--- src/hw/rtl/drp_pkg.sv ---
// shared types, codes and defaults for the defaults record parser
`timescale 1ns / 1ps

package drp_pkg;

    // default sizes of the record blocks
    localparam int MAX_OPCODES_DEF  = 16;
    localparam int SPRITE_COUNT_DEF = 11;
    localparam int RAMP_ROWS_DEF    = 3;
    localparam int RAMP_STOPS_DEF   = 5;
    localparam int MODEL_COUNT_DEF  = 2;

    // field widths
    localparam int OPCNT_W = 5;
    localparam int ELEM_W  = 5;
    localparam int OUT_TDATA_W = 40;

    // result kinds
    localparam logic [2:0] KIND_OPCODE  = 3'd0;
    localparam logic [2:0] KIND_LEGACY  = 3'd1;
    localparam logic [2:0] KIND_SPRITE  = 3'd2;
    localparam logic [2:0] KIND_TRAILER = 3'd3;
    localparam logic [2:0] KIND_RAMP    = 3'd4;
    localparam logic [2:0] KIND_MODEL   = 3'd5;
    localparam logic [2:0] KIND_STATUS  = 3'd6;

    // record status codes
    localparam logic [2:0] ST_OK       = 3'd0;
    localparam logic [2:0] ST_TRUNC    = 3'd1;
    localparam logic [2:0] ST_TOO_MANY = 3'd2;
    localparam logic [2:0] ST_UNKNOWN  = 3'd3;
    localparam logic [2:0] ST_SECOND   = 3'd4;
    localparam logic [2:0] ST_TRAILING = 3'd5;

    // opcodes
    localparam logic [7:0] OP_END    = 8'd0;
    localparam logic [7:0] OP_LEGACY = 8'd1;
    localparam logic [7:0] OP_SPRITE = 8'd2;
    localparam logic [7:0] OP_RAMP   = 8'd3;
    localparam logic [7:0] OP_MODEL  = 8'd5;
    localparam logic [7:0] OP_SPRTRL = 8'd6;

    // id decoding constants
    localparam logic [31:0] LOW31_MASK = 32'h7FFF_FFFF;
    localparam logic [15:0] SHORT_NONE = 16'd32767;

    // one result item
    typedef struct packed {
        logic        fin;
        logic [2:0]  status;
        logic [31:0] value;
        logic [3:0]  slot;
        logic [2:0]  kind;
    } result_t;

endpackage

--- src/hw/rtl/drp_parser.sv ---
// record parser state machine: one byte per step, at most one result
`timescale 1ns / 1ps

module drp_parser
    import drp_pkg::*;
#(
    parameter int MAX_OPCODES  = MAX_OPCODES_DEF,
    parameter int SPRITE_COUNT = SPRITE_COUNT_DEF,
    parameter int RAMP_ROWS    = RAMP_ROWS_DEF,
    parameter int RAMP_STOPS   = RAMP_STOPS_DEF,
    parameter int MODEL_COUNT  = MODEL_COUNT_DEF
)
(
    input  logic         clk,
    input  logic         rst_n,
    input  logic         step,
    input  logic [7:0]   data_byte,
    input  logic         last_byte,
    output logic         res_valid,
    output result_t      res
);

    localparam logic [1:0] PH_OPCODE  = 2'd0;
    localparam logic [1:0] PH_PAYLOAD = 2'd1;
    localparam logic [1:0] PH_AFTER   = 2'd2;
    localparam logic [1:0] PH_HALTED  = 2'd3;

    localparam logic [ELEM_W-1:0] LEN_SPRITE  = ELEM_W'(SPRITE_COUNT);
    localparam logic [ELEM_W-1:0] LEN_SPRTRL  = ELEM_W'(SPRITE_COUNT + 1);
    localparam logic [ELEM_W-1:0] LEN_RAMP    = ELEM_W'(RAMP_ROWS * RAMP_STOPS);
    localparam logic [ELEM_W-1:0] LEN_MODEL   = ELEM_W'(MODEL_COUNT);
    localparam logic [OPCNT_W-1:0] OPCNT_MAX  = OPCNT_W'(MAX_OPCODES);

    logic [1:0]         phase_reg, phase_next;
    logic [2:0]         op_reg, op_next;
    logic [ELEM_W-1:0]  elem_reg, elem_next;
    logic [1:0]         bidx_reg, bidx_next;
    logic [31:0]        acc_reg, acc_next;
    logic               wide_reg, wide_next;
    logic [OPCNT_W-1:0] opcnt_reg, opcnt_next;
    logic               sprite_reg, sprite_next;
    logic [2:0]         err_reg, err_next;

    logic               known;
    logic               is_sprite_op;
    logic               wide_cur;
    logic [31:0]        acc_cur;
    logic [2:0]         fbytes;
    logic [ELEM_W-1:0]  blk_len;
    logic [ELEM_W-1:0]  elem_inc;
    logic [31:0]        id_val;
    logic [2:0]         fin_status;

    // opcode classification
    always_comb
    begin
        known = (data_byte == OP_LEGACY) || (data_byte == OP_SPRITE) ||
                (data_byte == OP_RAMP) || (data_byte == OP_MODEL) ||
                (data_byte == OP_SPRTRL);
        is_sprite_op = (data_byte == OP_SPRITE) || (data_byte == OP_SPRTRL);
    end

    // payload field assembly
    always_comb
    begin
        wide_cur = (bidx_reg == 2'd0) ? data_byte[7] : wide_reg;
        acc_cur  = {acc_reg[23:0], data_byte};
        case (op_reg)
            OP_LEGACY[2:0], OP_RAMP[2:0]: fbytes = 3'd3;
            OP_MODEL[2:0]:                fbytes = 3'd4;
            default:                      fbytes = wide_cur ? 3'd4 : 3'd2;
        endcase
        case (op_reg)
            OP_LEGACY[2:0]: blk_len = ELEM_W'(1);
            OP_SPRITE[2:0]: blk_len = LEN_SPRITE;
            OP_RAMP[2:0]:   blk_len = LEN_RAMP;
            OP_MODEL[2:0]:  blk_len = LEN_MODEL;
            default:        blk_len = LEN_SPRTRL;
        endcase
        elem_inc = elem_reg + ELEM_W'(1);
        if (wide_cur)
            id_val = acc_cur & LOW31_MASK;
        else if (acc_cur[15:0] == SHORT_NONE)
            id_val = 32'hFFFF_FFFF;
        else
            id_val = {16'd0, acc_cur[15:0]};
    end

    // status reported on the last byte of a record
    always_comb
    begin
        if (phase_reg == PH_HALTED)
            fin_status = err_reg;
        else if (phase_reg == PH_AFTER)
            fin_status = ST_TRAILING;
        else if (phase_reg == PH_PAYLOAD)
            fin_status = ST_TRUNC;
        else if (data_byte == OP_END)
            fin_status = ST_OK;
        else if (opcnt_reg >= OPCNT_MAX)
            fin_status = ST_TOO_MANY;
        else if (!known)
            fin_status = ST_UNKNOWN;
        else if (is_sprite_op && sprite_reg)
            fin_status = ST_SECOND;
        else
            fin_status = ST_TRUNC;
    end

    // next state and result for the byte in hand
    always_comb
    begin
        phase_next  = phase_reg;
        op_next     = op_reg;
        elem_next   = elem_reg;
        bidx_next   = bidx_reg;
        acc_next    = acc_reg;
        wide_next   = wide_reg;
        opcnt_next  = opcnt_reg;
        sprite_next = sprite_reg;
        err_next    = err_reg;
        res_valid   = 1'b0;
        res         = '0;

        if (last_byte)
        begin
            res_valid   = 1'b1;
            res.kind    = KIND_STATUS;
            res.status  = fin_status;
            res.fin     = 1'b1;
            phase_next  = PH_OPCODE;
            op_next     = 3'd0;
            elem_next   = '0;
            bidx_next   = 2'd0;
            acc_next    = '0;
            wide_next   = 1'b0;
            opcnt_next  = '0;
            sprite_next = 1'b0;
            err_next    = ST_OK;
        end
        else
        begin
            case (phase_reg)
                PH_AFTER:
                begin
                    err_next   = ST_TRAILING;
                    phase_next = PH_HALTED;
                end
                PH_OPCODE:
                begin
                    if (data_byte == OP_END)
                        phase_next = PH_AFTER;
                    else if (opcnt_reg >= OPCNT_MAX)
                    begin
                        err_next   = ST_TOO_MANY;
                        phase_next = PH_HALTED;
                    end
                    else if (!known)
                    begin
                        err_next   = ST_UNKNOWN;
                        phase_next = PH_HALTED;
                    end
                    else if (is_sprite_op && sprite_reg)
                    begin
                        err_next   = ST_SECOND;
                        phase_next = PH_HALTED;
                    end
                    else
                    begin
                        res_valid  = 1'b1;
                        res.kind   = KIND_OPCODE;
                        res.slot   = opcnt_reg[3:0];
                        res.value  = {24'd0, data_byte};
                        opcnt_next = opcnt_reg + OPCNT_W'(1);
                        op_next    = data_byte[2:0];
                        if (is_sprite_op)
                            sprite_next = 1'b1;
                        elem_next  = '0;
                        bidx_next  = 2'd0;
                        acc_next   = '0;
                        wide_next  = 1'b0;
                        phase_next = PH_PAYLOAD;
                    end
                end
                PH_PAYLOAD:
                begin
                    wide_next = wide_cur;
                    acc_next  = acc_cur;
                    if (({1'b0, bidx_reg} + 3'd1) < fbytes)
                        bidx_next = bidx_reg + 2'd1;
                    else
                    begin
                        res_valid = 1'b1;
                        res.slot  = elem_reg[3:0];
                        res.value = acc_cur;
                        case (op_reg)
                            OP_LEGACY[2:0]:
                            begin
                                res.kind = KIND_LEGACY;
                                res.slot = 4'd0;
                            end
                            OP_RAMP[2:0]:  res.kind = KIND_RAMP;
                            OP_MODEL[2:0]: res.kind = KIND_MODEL;
                            default:
                            begin
                                res.value = id_val;
                                if (op_reg == OP_SPRTRL[2:0] && elem_reg >= LEN_SPRITE)
                                begin
                                    res.kind = KIND_TRAILER;
                                    res.slot = 4'd0;
                                end
                                else
                                    res.kind = KIND_SPRITE;
                            end
                        endcase
                        bidx_next = 2'd0;
                        acc_next  = '0;
                        wide_next = 1'b0;
                        if (elem_inc >= blk_len)
                        begin
                            elem_next  = '0;
                            phase_next = PH_OPCODE;
                        end
                        else
                            elem_next = elem_inc;
                    end
                end
                default:
                begin
                    phase_next = PH_HALTED;
                end
            endcase
        end
    end

    // parse state registers
    always_ff @(posedge clk or negedge rst_n)
    begin
        if (!rst_n)
        begin
            phase_reg  <= PH_OPCODE;
            op_reg     <= 3'd0;
            elem_reg   <= '0;
            bidx_reg   <= 2'd0;
            acc_reg    <= '0;
            wide_reg   <= 1'b0;
            opcnt_reg  <= '0;
            sprite_reg <= 1'b0;
            err_reg    <= ST_OK;
        end
        else if (step)
        begin
            phase_reg  <= phase_next;
            op_reg     <= op_next;
            elem_reg   <= elem_next;
            bidx_reg   <= bidx_next;
            acc_reg    <= acc_next;
            wide_reg   <= wide_next;
            opcnt_reg  <= opcnt_next;
            sprite_reg <= sprite_next;
            err_reg    <= err_next;
        end
    end

endmodule

--- src/hw/rtl/drp_result_fifo.sv ---
// two-entry result buffer between the parser and the output channel
`timescale 1ns / 1ps

module drp_result_fifo
    import drp_pkg::*;
(
    input  logic    clk,
    input  logic    rst_n,
    input  logic    push,
    input  result_t push_data,
    output logic    room,
    input  logic    pop,
    output logic    not_empty,
    output result_t head
);

    result_t    mem_reg [2];
    logic       wptr_reg;
    logic       rptr_reg;
    logic [1:0] cnt_reg;
    logic       do_pop;

    assign room      = (cnt_reg != 2'd2);
    assign not_empty = (cnt_reg != 2'd0);
    assign head      = mem_reg[rptr_reg];
    assign do_pop    = pop && not_empty;

    // entry storage
    always_ff @(posedge clk)
    begin
        if (push)
            mem_reg[wptr_reg] <= push_data;
    end

    // pointers and fill count
    always_ff @(posedge clk or negedge rst_n)
    begin
        if (!rst_n)
        begin
            wptr_reg <= 1'b0;
            rptr_reg <= 1'b0;
            cnt_reg  <= 2'd0;
        end
        else
        begin
            if (push)
                wptr_reg <= ~wptr_reg;
            if (do_pop)
                rptr_reg <= ~rptr_reg;
            if (push && !do_pop)
                cnt_reg <= cnt_reg + 2'd1;
            else if (!push && do_pop)
                cnt_reg <= cnt_reg - 2'd1;
        end
    end

endmodule

--- src/hw/rtl/defaults_record_parser_unit.sv ---
// top level of the defaults record parser
`timescale 1ns / 1ps
//
// Usage: record bytes arrive on the s_ channel, one byte per transaction,
// with s_tlast on the final byte of the record. Each transaction moves the
// byte into an input register; from there the parser state machine consumes
// it when the buffer has room and writes at most one result into a
// two-entry buffer that drives the m_ channel. Results carry their kind on
// m_tuser and the slot, value and status on m_tdata; m_tlast marks the final
// status of a record. A byte waits in the input register and its result
// in the buffer before appearing on m_tvalid. Throughput: one byte per cycle
// while m_tready stays high, set by the parser step between input register
// and buffer. When the receiver stalls, the buffer fills and then the input
// register holds its byte, dropping s_tready; nothing is lost or repeated.
// Reset clears the parse state, empties the buffer and the input register;
// the next byte is taken as the opcode of a new record.
// A record that fails is reported only by its final status; fields emitted
// before the failure stay emitted and the consumer discards them.

module defaults_record_parser_unit
    import drp_pkg::*;
#(
    parameter int MAX_OPCODES  = MAX_OPCODES_DEF,
    parameter int SPRITE_COUNT = SPRITE_COUNT_DEF,
    parameter int RAMP_ROWS    = RAMP_ROWS_DEF,
    parameter int RAMP_STOPS   = RAMP_STOPS_DEF,
    parameter int MODEL_COUNT  = MODEL_COUNT_DEF
)
(
    input  logic                   clk,
    input  logic                   rst_n,
    input  logic                   s_tvalid,
    output logic                   s_tready,
    input  logic [7:0]             s_tdata,   // [7:0] data_byte
    input  logic                   s_tlast,
    output logic                   m_tvalid,
    input  logic                   m_tready,
    output logic [OUT_TDATA_W-1:0] m_tdata,   // [3:0] slot, [35:4] value, [38:36] status, pad
    output logic [2:0]             m_tuser,   // [2:0] kind
    output logic                   m_tlast
);

    logic       in_valid_reg;
    logic [7:0] in_byte_reg;
    logic       in_last_reg;
    logic       fire;
    logic       room;
    logic       res_valid;
    result_t    res;
    result_t    head;

    // input stage advances when the buffer has space
    assign fire     = in_valid_reg && room;
    assign s_tready = !in_valid_reg || fire;

    // input register
    always_ff @(posedge clk or negedge rst_n)
    begin
        if (!rst_n)
            in_valid_reg <= 1'b0;
        else if (s_tready)
            in_valid_reg <= s_tvalid;
    end

    always_ff @(posedge clk)
    begin
        if (s_tready && s_tvalid)
        begin
            in_byte_reg <= s_tdata;
            in_last_reg <= s_tlast;
        end
    end

    // parser step
    drp_parser #(
        .MAX_OPCODES  (MAX_OPCODES),
        .SPRITE_COUNT (SPRITE_COUNT),
        .RAMP_ROWS    (RAMP_ROWS),
        .RAMP_STOPS   (RAMP_STOPS),
        .MODEL_COUNT  (MODEL_COUNT)
    ) u_parser (
        .clk       (clk),
        .rst_n     (rst_n),
        .step      (fire),
        .data_byte (in_byte_reg),
        .last_byte (in_last_reg),
        .res_valid (res_valid),
        .res       (res)
    );

    // result buffer
    drp_result_fifo u_fifo (
        .clk       (clk),
        .rst_n     (rst_n),
        .push      (fire && res_valid),
        .push_data (res),
        .room      (room),
        .pop       (m_tready),
        .not_empty (m_tvalid),
        .head      (head)
    );

    // output packing
    assign m_tdata = {1'b0, head.status, head.value, head.slot};
    assign m_tuser = head.kind;
    assign m_tlast = head.fin;

endmodule

--- config.mk ---
export PLATFORM = sky130hd
export DESIGN_NAME = defaults_record_parser_unit
export DESIGN_NICKNAME = d
export VERILOG_FILES = /design/src/hw/rtl/drp_pkg.sv /design/src/hw/rtl/drp_parser.sv /design/src/hw/rtl/drp_result_fifo.sv /design/src/hw/rtl/defaults_record_parser_unit.sv
export SDC_FILE = /design/constraint.sdc
export NUM_CORES = 1
export LEC_CHECK = 0
export CAP_MARGIN = 25
export CORE_UTILIZATION = 45
export DETAILED_ROUTE_END_ITERATION = 16
export DONT_BUFFER_PORTS = 1
export SYNTH_ARGS = -nofsm -noshare
export SYNTH_HDL_FRONTEND = slang
export SYNTH_HIERARCHICAL = 1
export SYNTH_SLANG_ARGS = --single-unit
--- constraint.sdc ---
create_clock -name clk -period 6 [get_ports clk]
set_input_delay 0.3 -clock clk [delete_from_list [all_inputs] [get_ports clk]]
set_output_delay 0.3 -clock clk [all_outputs]
set_load 0.05 [all_outputs]
==> run_results.csv <==
group,metric,value,unit
timing,timing_worst_slew_pin_value,0.836,ns
setup_path,crit_path_kind,"register to register",
power,static-leakage-power,0.00316,uW
detailed_routing,dr.pass1.iters,4,
die,dieWidth,129,microns
die,initial_utilization,46.7,%
finish,final_layout_size_suffix_gt1_share,20.0,%
setup_path,required,6.16,ns
logic_synthesis,syn_inst_count,548,
place,detailedPlace.worstSlack,2.33,ns
finish,area_growth,10.2,%
clock_tree,cts_post_setup_buffers_inserted,0,
clock_tree,cts-buffers-inserted,17,
setup_path,path_max_fanout,23,
logic_synthesis,synthArstFlopShare,34.9,%
timing,timing.final.ws_setup,2.35,ns
die,die_h,129,microns
setup_path,critical_path.endpoint_type,"register",
setup_path,timing.critical_path.from_type,"register",
timing,rsz0062_at_grt,"no",
place,port-buffer-count,0,
detailed_routing,dr.first_iter.drc_count,247,
grt,overflow,0,
finish,flip_flop_count_of_the_largest_register_after_layout,86,
hold_path,worstHoldPathType,"primary input to register",
timing,finalSetupViolCount,0,
grt,grt_start_max_net_pins,52,
logic_synthesis,synth.yosys.seq_area_share,57.3,%
place,hpwlAfterDp,9020,microns
finish,antenna-diode-count,0,
detailed_routing,routed_wire_length_per_instance,17.8,microns
power,power,3770,uW
logic_synthesis,register_bit_total_from_synthesis,146,
die,placement_rows,45,
timing,timing.max_slew.rel_slack,44.1,%
logic_synthesis,yosys.area.top_type,"sky130_fd_sc_hd__edfxtp_1",
finish,num-nets-final,577,
job,max_cap_violations,0,
logic_synthesis,netlist_area,7210,sq um
power,power-per-cell-area,474,nW/um^2
timing,post-route-min-period,3.65,ns
detailed_routing,drcViolationCount,0,
grt,grt_pass1_wl,22700,microns
logic_synthesis,synth_cell_types,73,
die,design.die.area,16500,sq um
clock_tree,cts_htree_levels,4,
logic_synthesis,yosys_warnings,6,
detailed_routing,detail_route.vias_per_cell,5.25,
power,peakVddDrop,0.243,mV
setup_path,cp_data_arrival_time,3.81,ns
logic_synthesis,synth_edf_count,95,
logic_synthesis,ys_dominant_reg_cell,"sky130_fd_sc_hd__edfxtp_1",
grt,grt.total_usage,18.3,%
grt,first_global_vias,4373,
clock_tree,clock_tree.buffer_depth,2,
detailed_routing,routed_wl,13800,microns
logic_synthesis,yosys-top-cells-area,"sky130_fd_sc_hd__edfxtp_1 40%, sky130_fd_sc_hd__dfrtp_1 18%, sky130_fd_sc_hd__mux2_4 8.1%, sky130_fd_sc_hd__mux2i_1 4.0%, sky130_fd_sc_hd__nand2_1 2.9%",
timing,fin_skew,0.00728,ns
timing,setup_total_negative_slack,0,ns
logic_synthesis,synth.most_common_cell,"sky130_fd_sc_hd__edfxtp_1",
die,core_area,15400,sq um
grt,antenna_found_initial,0,
logic_synthesis,synth_cell_count_leaders,"95 x sky130_fd_sc_hd__edfxtp_1, 55 x sky130_fd_sc_hd__nand2_1, 51 x sky130_fd_sc_hd__dfrtp_1",
clock_tree,clk_root_buffer_cell,"sky130_fd_sc_hd__clkbuf_16",
status,status,"finished, final reports clean",
place,gp_congestion,0.812,
clock_tree,cts_num_sinks,146,
finish,postLayoutCoreUtil,51.5,%
clock_tree,tritoncts,"done",
timing,fmax,0.274,GHz
timing,timing_hold_violations_final,0,
detailed_routing,postRouteAntennaNets,0,
logic_synthesis,netlist.area_leader.share,39.6,%
clock_tree,clock_latency,0.41,ns
detailed_routing,dr_vias,4072,
die,design.portCount,59,
logic_synthesis,synth.net_count,573,
timing,report.final.slew_viol_count,0,
clock_tree,clk_transition_reported_paths,0.06,ns
timing,final_min_period_over_clock_period,60.8,%
logic_synthesis,syn_area_per_cell,13.2,sq um
[power breakdown]
group,internal (uW),switching [uW]
combinational,455,961
sequential,1280,120
clock,575,373
total,2310,1450
[placed cells by master (no fill, tap or decap), types with 6 or more instances in the layout]
cell                            Yosys  layout
sky130_fd_sc_hd__clkbuf_1           7       6
sky130_fd_sc_hd__a22o_1             8       8
sky130_fd_sc_hd__clkinv_2           0       6
sky130_fd_sc_hd__a21oi_2           13      13
sky130_fd_sc_hd__ha_1              12      12
sky130_fd_sc_hd__nand2b_1          12      12
sky130_fd_sc_hd__dfrtp_1           51      50
sky130_fd_sc_hd__edfxtp_1          95      95
sky130_fd_sc_hd__mux2_2             8       8
sky130_fd_sc_hd__mux2_4            39      39
sky130_fd_sc_hd__nand2_1           55      55
sky130_fd_sc_hd__o21ai_0           13      13
sky130_fd_sc_hd__and2_1            13      12
sky130_fd_sc_hd__a21oi_1           14      14
sky130_fd_sc_hd__dlygate4sd3_1      0      11
sky130_fd_sc_hd__nor2_1            23      23
sky130_fd_sc_hd__inv_1             35      35
sky130_fd_sc_hd__clkbuf_16          0      18
sky130_fd_sc_hd__mux2i_1           29      29
[area by class of cell]
type	instances	area (sq um)
fillers	1371	7480
multi-input cells	333	2660
repair buffers	19	235
flip-flops and latches	146	4130
well taps	211	264
inverters	35	131
clock inverters	8	63.8
clock buffers	24	462
[metrics by stage]
step	area, sq um	hold slack (ns)	instances
CTS	7920	0.0502	775
global placement	7220	0.00638	729
detailed placement	7260	0.00606	731
global route	7950	0.0642	776
floorplan	7210	0.00441	548
finish	7950	0.0644	776
[timing repair]
| item | CTS | global route |
|---|---|---|
| gates resized for setup | 0 | 0 |
| hold buffers | 12 | 0 |
| hold endpoints to repair | 61 | 0 |
[worst max-delay path, cell delays in order (launching register included)]
cell                       delay, ns
sky130_fd_sc_hd__dfrtp_1        0.42
sky130_fd_sc_hd__inv_1          0.09
sky130_fd_sc_hd__ha_1           0.21
sky130_fd_sc_hd__mux2i_1        0.28
sky130_fd_sc_hd__nand2_1        0.07
sky130_fd_sc_hd__and2_1         0.17
sky130_fd_sc_hd__ha_1           0.22
sky130_fd_sc_hd__nor4bb_4       0.32
sky130_fd_sc_hd__nor2_2         0.10
sky130_fd_sc_hd__nor2_1         0.12
sky130_fd_sc_hd__nor2_1         0.08
sky130_fd_sc_hd__or3_1          0.38
sky130_fd_sc_hd__and3_1         0.24
sky130_fd_sc_hd__and2_2         0.41
sky130_fd_sc_hd__buf_16         0.26
[cell families after synthesis]
group | after synthesis | share of synthesized area (%)
XOR/XNOR | 8 | 0.972
buffers and inverters | 69 | 6.11
flip-flops | 146 | 57.3
AO/OA/AOI/OAI | 80 | 8.28
multiplexers | 76 | 13.4
adder cells (fa/ha/maj) | 12 | 2.08
other | 1 | 0.0520
AND/OR/NAND/NOR | 156 | 11.9
[per-layer routing]
layer	part of all wire [%]	global-route usage [%]	wire (microns)	vias to the layer above
met1	42	22.2	5830	2011
met2	52	31.7	7230	69
met5	0	0	0	-
li1	-	-	-	1975
met4	1.9	7.68	259	0
met3	3.5	4.03	482	17
[path summary, 6_finish.rpt]
| check | startpoint | end | slack (ns) | depth (start not counted) |
|---|---|---|---|---|
| max | u_parser/bidx_reg[0]$_DFFE_PN0P_ | u_fifo/mem_reg[1][32]$_DFFE_PP_ | 2.35 | 14 |
| min | m_tready | u_fifo/rptr_reg$_DFFE_PN0P_ | 0.06 | 2 |
| max reg2reg | u_parser/bidx_reg[0]$_DFFE_PN0P_ | u_fifo/mem_reg[1][32]$_DFFE_PP_ | 2.35 | 14 |
| min reg2reg | u_fifo/rptr_reg$_DFFE_PN0P_ | u_fifo/rptr_reg$_DFFE_PN0P_ | 0.47 | 1 |
| max in group asynchronous | rst_n | u_parser/acc_reg[5]$_DFFE_PN0P_ | 5.36 | 2 |
| min in group asynchronous | rst_n | u_parser/opcnt_reg[3]$_DFFE_PN0P_ | 0.40 | 2 |
Note: power is estimated with default switching activity, not from simulation.
